### src/mipq_pkg.sv
`timescale 1ns / 1ps
`default_nettype none
// ----------------------------------------------------------------------------
// mipq_pkg
// Shared types and constants of the max-ID priority queue with a current slot.
// ----------------------------------------------------------------------------
package mipq_pkg;

    localparam int DEPTH_DEF    = 64;
    localparam int ID_WIDTH_DEF = 32;
    localparam int NODE_ID_W    = 32;
    localparam int COUNT_OUT_W  = 7;
    localparam int KIND_W       = 2;

    localparam logic [KIND_W-1:0] KIND_INSERT = 2'd0;
    localparam logic [KIND_W-1:0] KIND_TAKE   = 2'd1;
    localparam logic [KIND_W-1:0] KIND_CLEAR  = 2'd2;
    localparam logic [KIND_W-1:0] KIND_QUERY  = 2'd3;

    typedef struct packed {
        logic cmp;
        logic ins;
        logic shl;
    } cell_ctrl_t;

endpackage
`default_nettype wire

### src/mipq_cell.sv
`timescale 1ns / 1ps
`default_nettype none
// ----------------------------------------------------------------------------
// mipq_cell
// One cell of the sorted row: holds one pending ID, compares it with the
// operation ID and shifts towards either neighbour.
// ----------------------------------------------------------------------------
module mipq_cell #(
    parameter int ID_WIDTH = mipq_pkg::ID_WIDTH_DEF
) (
    input  wire logic                 clk,
    input  wire logic                 rst_n,
    input  wire mipq_pkg::cell_ctrl_t ctrl,
    input  wire logic [ID_WIDTH-1:0]  op_id,
    input  wire logic [ID_WIDTH-1:0]  left_id,
    input  wire logic                 left_valid,
    input  wire logic                 left_gt,
    input  wire logic [ID_WIDTH-1:0]  right_id,
    input  wire logic                 right_valid,
    output logic [ID_WIDTH-1:0]       id,
    output logic                      valid,
    output logic                      gt,
    output logic                      eq
);

    logic [ID_WIDTH-1:0] id_reg;
    logic [ID_WIDTH-1:0] id_next;
    logic                valid_reg;
    logic                valid_next;
    logic                gt_reg;
    logic                eq_reg;

    always_comb
    begin
        id_next    = id_reg;
        valid_next = valid_reg;
        if (ctrl.ins && !gt_reg)
        begin
            id_next    = left_gt ? op_id : left_id;
            valid_next = left_gt ? 1'b1 : left_valid;
        end
        else if (ctrl.shl)
        begin
            id_next    = right_id;
            valid_next = right_valid;
        end
    end

    always_ff @(posedge clk)
    begin
        id_reg <= id_next;
    end

    always_ff @(posedge clk or negedge rst_n)
    begin
        if (!rst_n)
        begin
            valid_reg <= 1'b0;
            gt_reg    <= 1'b0;
            eq_reg    <= 1'b0;
        end
        else
        begin
            valid_reg <= valid_next;
            if (ctrl.cmp)
            begin
                gt_reg <= valid_reg && (id_reg > op_id);
                eq_reg <= valid_reg && (id_reg == op_id);
            end
        end
    end

    assign id    = id_reg;
    assign valid = valid_reg;
    assign gt    = gt_reg;
    assign eq    = eq_reg;

endmodule
`default_nettype wire

### config.mk
export PLATFORM = sky130hd
export DESIGN_NAME = mipq_cell
export DESIGN_NICKNAME = d
export VERILOG_FILES = /design/src/mipq_pkg.sv /design/src/mipq_cell.sv
export SDC_FILE = /design/constraint.sdc
export NUM_CORES = 1
export LEC_CHECK = 0
export ABC_AREA = 1
export BUFFER_PORTS_ARGS = -buffer_cell sky130_fd_sc_hd__buf_2
export CELL_PAD_IN_SITES_DETAIL_PLACEMENT = 2
export CELL_PAD_IN_SITES_GLOBAL_PLACEMENT = 2
export CORE_MARGIN = 2
export CORE_UTILIZATION = 26
export CTS_CLUSTER_DIAMETER = 50
export CTS_CLUSTER_SIZE = 24
export DETAILED_ROUTE_END_ITERATION = 10
export PLACE_DENSITY = 0.95
export SYNTH_ARGS = -nofsm -noshare
export SYNTH_HDL_FRONTEND = slang
export SYNTH_SLANG_ARGS = --single-unit
### constraint.sdc
create_clock -name clk -period 4.7 [get_ports clk]
set_clock_uncertainty 0.05 [all_clocks]
set_input_delay 0.47 -clock clk [delete_from_list [all_inputs] [get_ports clk]]
set_output_delay 0.47 -clock clk [all_outputs]
set_load 0.01 [all_outputs]
==> results.toml, run 1 <==
[setup_path]
cp_max_fo = 34
crit_type = "reg2reg"
end_kind = "flop"
crit_chain = "nor2_2, buf_4, inv_2, nand2_1, o21ai_1"
cp.arrival_ns = 1.79
r2r-end = "id[9]$_DFFE_PP_"
startpoint = "gt$_DFFE_PN0P_"
startpoint_type = "flop"
required_ns = 4.68
cpPeakStageDelay_ns = 0.41
crit_family = "buffers and inverters"
worst-path-buf-inv = 2
r2r_setup_slack_ns = 2.89
reg2regPathDepth = 5
rr_startpoint = "gt$_DFFE_PN0P_"
crit_slowest_cell = "dfrtp_1"

[timing]
period_needed_ns = 1.81
rsz0062_at_grt = "false"
setup_viol = 0
tns_ns = 0
slew_headroom_pct = 55.6
slew_viol_final = 0
finalCritPeriodShare_pct = 38.6
hold_violations = 0
setup_ws_ns = 2.89
max_freq_ghz = 0.551
worstMarginPinSlew_ns = 0.666

[yosys]
synth_edf_count = 32
synth_xor_area_share_pct = 0
synth_seq_cells = 35
syn_avg_cell_area_um2 = 7.91
synth.most_common_cell = "nand2_1"
synth.area.mux_share_pct = 0
yosys.area_share.simple_pct = 20.0
async_flop_share_pct = 8.57
seq_area_frac_synth_pct = 39.5
synthDistinctLibCells = 25
synth.area.top_cells = "edfxtp_1 (37%), ha_1 (15%), o21ai_1 (12%), nand2_1 (9.9%), inv_1 (5.9%)"
synth_compound_area_share_pct = 17.1
syn_inst = 332
yosys-top-cells-count = "nand2_1 (69), o21ai_1 (62), inv_1 (41), nor2_1 (38)"
post-synth-top-area-cell = "edfxtp_1"
synth.cell_area_um2 = 2630
synth_adder_area_share_pct = 15.3
synth_top_area_share_pct = 36.6
synthFlopType = "edfxtp_1"
syn_nets = 468
synth_top_family_by_area = "simple AND/OR/NAND/NOR gates"
yosys_warnings = 0

[floorplan]
rows = 36
fp.dieH_um = 104
die-area_um2 = 10900
initial_core_util_pct = 26.9
die_w_um = 104
coreArea_um2 = 9770
pin_count = 139

[clock_network]
cts_buffers = 5
cts_max_path_buffers = 2
htreeDepth = 2
root_buffer = "clkbuf_8"
clock_latency_ns = 0.28
ctsResizeCount = 0
cts.sinks = 35
cts_tree = "yes"
path_clk_slew_ns = 0.08

[routing]
drc = 0
routedWlPerCell_um = 16.8
drt-initial-drc-count = 81
ant_nets = 0
viasPerCell = 4.73
firstDrtPassIters = 4
num_vias = 2840
routed_wl_um = 10100

[placement]
dp_slack_ns = 2.60
dp_hpwl_um = 8190
io_buffers = 138
gp_routability_congestion = 0.789
dpl-instance-area_um2 = 3450

[min_path]
hold_path_startpoint = "left_valid"
min_path_type = "in2reg"
holdPathEnd = "valid$_DFFE_PN0P_"
hold_depth = 3

[cells_and_area]
diodes = 0
nets = 604
fin_util_pct = 36.1
areaGrowthSynthToFinish_pct = 34.6
fill_cells = 1184
largest_reg_flops = 32
layout-drive-gt1-share_pct = 34.2
final_cell_area_um2 = 3530

[pwr]
p_leak_nw = 1.86
vdd_drop_max_mv = 0.105
power.density_nw_per_um2 = 303
power_mw = 1.07

[global_routing]
grt_util_all_layers_pct = 18.9
antenna_found_initial = 0
overflow = 0
grt_pass1_vias = 3321
grt_max_degree = 35
grt_pass1_wl_um = 16400

[status]
status = "completed"

[job]
drv_cap = 0
[final cells by class]
| type | instances | area, um2 | share of cell area [%] |
|---|---|---|---|
| Clock buffer | 5 | 68.8 | 1.95 |
| Timing Repair Buffer | 141 | 716 | 20.3 |
| Tap cell | 133 | 166 | 4.71 |
| Sequential cell | 35 | 1040 | 29.3 |
| Multi-Input combinational cell | 241 | 1370 | 38.8 |
| Clock inverter | 2 | 8.76 | 0.248 |
| Inverter | 44 | 165 | 4.67 |
[power breakdown]
part,switching (mW),internal [mW]
sequential,0.0331,0.410
combinational,0.247,0.166
clock,0.116,0.0990
total,0.396,0.676
[through the flow]
step,instances,hold slack (ns)
CTS,601,0.400
global placement,593,0.222
detailed placement,593,0.223
finish,601,0.409
floorplan,332,0.124
global route,601,0.419
[cell families (layout without fill, tap and decap cells)]
logic type                 after synthesis  after routing
AOI/OAI and AO/OA                       87             87
adders and majority gates               32             32
buffers and inverters                   56            192
DFF                                     35             35
and+or+nand+nor                        122            122
[layer usage]
metal / track usage (%) / wire length, um / share of wire (%) / vias to the layer above
li1: - / - / - / 1373
met1: 20.0 / 3860 / 38 / 1380
met2: 37.5 / 5590 / 56 / 81
met3: 3.82 / 518 / 5.1 / 6
met4: 4.73 / 97 / 0.96 / 0
met5: 0 / 0 / 0 / -
[placed cells by master (no fill, tap or decap), drive strengths merged]
cell	instances
a21o	1
a21oi	16
buf	140
clkbuf	5
clkinv	2
dfrtp	3
dlygate4sd3	1
edfxtp	32
ha	32
inv	44
nand2	73
nand3	2
nand4	2
nor2	42
nor3	1
nor3b	1
o21a	2
o21ai	67
o22ai	1
or2	1
[worst max-delay path by stage]
stage / endpoint / cells past startpoint
after detailed placement: id[14]$_DFFE_PP_ / 4
final: id[9]$_DFFE_PP_ / 5
after CTS: id[9]$_DFFE_PP_ / 5
after global routing: id[9]$_DFFE_PP_ / 5
after global placement: id[28]$_DFFE_PP_ / 4
after floorplan: id[0]$_DFFE_PP_ / 3
[tightest hold or removal path, cell delays in order]
cell     delay [ns]
buf_2          0.08
nor3_1         0.04
o22ai_1        0.10
[repair_timing]
| item | in CTS | in global routing |
|---|---|---|
| setup buffers | 0 | 0 |
| hold buffers | 1 | 0 |
| hold endpoints to repair | 3 | 0 |
Power figures use the tool's default switching activity.
==> run 2, diff against run 1 <==
Settings changed: ABC_AREA 1 to 0, CORE_UTILIZATION 26 to 23, PLACE_DENSITY 0.95 to 0.88.
Clock period 4.7 ns to 1.6 ns, I/O delays scaled along.
==> results.toml, run 2 <==
[yosys]
synth.area.mux_share_pct = 12.9
synth_adder_area_share_pct = 15.7
post-synth-top-area-cell = "edfxtp_1"
syn_inst = 265
yosys_warnings = 0
synth_seq_cells = 35
yosys.area_share.simple_pct = 10.3
syn_avg_cell_area_um2 = 9.65
syn_nets = 401
synth_xor_area_share_pct = 0
synth_top_family_by_area = "adder cells"
synth.cell_area_um2 = 2560
synthDistinctLibCells = 30
synth_top_area_share_pct = 37.6
synth.area.top_cells = "edfxtp_1 (38%), ha_1 (16%), mux2i_1 (13%), o21ai_0 (6.7%), nand2_1 (5.9%)"
synthFlopType = "edfxtp_1"
synth_edf_count = 32
async_flop_share_pct = 8.57
synth.most_common_cell = "nand2_1"
seq_area_frac_synth_pct = 40.5
yosys-top-cells-count = "nand2_1 (40), inv_1 (35), o21ai_0 (34), mux2i_1 (33)"
synth_compound_area_share_pct = 13.6

[setup_path]
crit_slowest_cell = "edfxtp_1"
rr_startpoint = "id[13]$_DFFE_PP_"
crit_family = "compound AO/OA/AOI/OAI gates"
end_kind = "flop"
cpPeakStageDelay_ns = 0.40
r2r_setup_slack_ns = -0.26
crit_type = "reg2reg"
crit_chain = "ha_1, nand4_1, nor2_1, a221o_1, o311ai_2, a21oi_1"
startpoint_type = "flop"
cp_max_fo = 3
worst-path-buf-inv = 0
reg2regPathDepth = 6
r2r-end = "gt$_DFFE_PN0P_"
required_ns = 1.71
cp.arrival_ns = 1.97

[clock_network]
cts_buffers = 5
clock_latency_ns = 0.28
path_clk_slew_ns = 0.08
cts.sinks = 35
cts_max_path_buffers = 2
htreeDepth = 2
root_buffer = "clkbuf_8"
cts_tree = "yes"

[cells_and_area]
seq_area_um2 = 1040
areaGrowthSynthToFinish_pct = 53.3
stdcell_count = 579
fill_cells = 1235
largest_reg_flops = 32
mostFrequentLayoutCells = "buf_2 (138), nand2_1 (40), inv_1 (35)"
diodes = 0
multiInputGateArea_um2 = 1470
layout_commonest_cell = "buf_2"
nets = 574
final_cell_area_um2 = 3920
layout-drive-gt1-share_pct = 44.4

[timing]
setup_viol = 2
max_freq_ghz = 0.538
setup_ws_ns = -0.259
slew_viol_final = 0
rsz0062_at_grt = "true"
finalCritPeriodShare_pct = 116
worstMarginPinSlew_ns = 0.287
period_needed_ns = 1.86
slew_headroom_pct = 80.8
hold_violations = 0

[routing]
ant_nets = 0
drc = 0
routed_wl_um = 9700
num_vias = 2643
firstDrtPassIters = 4
drt-initial-drc-count = 56
viasPerCell = 4.56
routedWlPerCell_um = 16.8

[pwr]
vdd_drop_max_mv = 0.284
p_leak_nw = 2.03
power.density_nw_per_um2 = 795

[min_path]
hold_depth = 3
min_path_type = "in2reg"
hold_path_startpoint = "right_id[4]"
holdPathEnd = "id[4]$_DFFE_PP_"

[floorplan]
coreArea_um2 = 10800
die_w_um = 109
initial_core_util_pct = 23.6
pin_count = 139
rows = 38
fp.dieH_um = 109
die-area_um2 = 12000

[placement]
dpl.cell_count = 564
dp_slack_ns = -0.331
dp_hpwl_um = 8210
dpl-instance-area_um2 = 3680
gp_routability_congestion = 0.671
io_buffers = 138

[global_routing]
overflow = 0
grt_max_degree = 34
grt_pass1_vias = 3026
antenna_found_initial = 0
use_met2_pct = 33.8
grt_most_used_layer = "met2"
grt_use_met1_pct = 17.0
gr-usage-met3_pct = 2.96
grt_pass1_wl_um = 15000
grt_util_all_layers_pct = 16.4

[status]
violations = "negative setup slack"
status = "finished, violations left"

[job]
drv_cap = 0
-- run 2: changes by cell type after synthesis, moves of 5 or more --
| cell | delta |
|---|---|
| o21ai_1 | -61 |
| nor2_1 | -36 |
| mux2i_1 | +33 |
| nand2_1 | -29 |
| o21ai_0 | +29 |
| inv_1 | -6 |
| nand4_1 | +5 |
-- run 2: through the flow --
| stage | TNS [ns] | total power, mW | hold slack [ns] | utilization, % |
|---|---|---|---|---|
| CTS | -0.555 | 3.15 | 0.0970 | 35.4 |
| global placement | -0.552 | 2.36 | -0.0891 | 34.0 |
| detailed placement | -0.609 | 2.46 | -0.0847 | 34.0 |
| floorplan | -0.109 | 1.80 | -0.186 | - |
| global route | -0.648 | 3.36 | 0.0991 | 36.2 |
| finish | -0.449 | 3.12 | 0.104 | 36.2 |
-- run 2: power breakdown --
| part | total, mW | leakage [nW] | internal, mW | switching (mW) |
|---|---|---|---|---|
| clock network | 0.629 | 0.0403 | 0.298 | 0.331 |
| logic | 1.22 | 1.62 | 0.600 | 0.623 |
| registers | 1.26 | 0.365 | 1.17 | 0.0916 |
| total | 3.12 | 2.03 | 2.07 | 1.05 |
-- run 2: worst max-delay path by stage --
| stage | startpoint | endpoint | slack [ns] | cells past startpoint |
|---|---|---|---|---|
| after floorplan | id[5]$_DFFE_PP_ | gt$_DFFE_PN0P_ | -0.11 | 6 |
| after global placement | id[10]$_DFFE_PP_ | gt$_DFFE_PN0P_ | -0.29 | 6 |
| after detailed placement | id[10]$_DFFE_PP_ | gt$_DFFE_PN0P_ | -0.33 | 6 |
| after CTS | id[9]$_DFFE_PP_ | gt$_DFFE_PN0P_ | -0.31 | 7 |
| after global routing | id[10]$_DFFE_PP_ | gt$_DFFE_PN0P_ | -0.34 | 7 |
| final | id[13]$_DFFE_PP_ | gt$_DFFE_PN0P_ | -0.26 | 6 |
-- run 2: logic make-up (layout without fill, tap and decap cells) --
kind of cell / count (synthesis) / after routing
DFF: 35 / 35
and+or+nand+nor: 59 / 59
AOI/OAI and AO/OA: 60 / 60
muxes: 33 / 33
buffers and inverters: 46 / 220
adders and majority gates: 32 / 32
-- run 2: timing repair --
action	in CTS	in global routing
setup buffers	4	2
endpoints found under the setup margin	2	2
gates resized for setup	4	6
hold endpoints to repair	3	0
hold buffers	1	0
pin swaps	3	6
-- run 2: layout make-up --
cell class                      instances  area share [%]
Timing Repair Buffer                  177            26.2
Tap cell                              140            4.47
Multi-Input combinational cell        184            37.5
Clock buffer                            6            1.85
Clock inverter                          2           0.192
Inverter                               35            3.35
Sequential cell                        35            26.4
-- run 2: worst min-delay path, stage by stage --
cell and delay (ns):
buf_2 0.08, nand2_1 0.04, o21ai_0 0.06
-- run 2: per-layer routing --
layer / vias to the layer above / part of all wire (%) / routed length [um]
met2: 72 / 57 / 5570
met4: 0 / 1.1 / 108
li1: 1290 / - / -
met3: 8 / 4.5 / 434
met5: - / 0 / 0
met1: 1273 / 37 / 3590
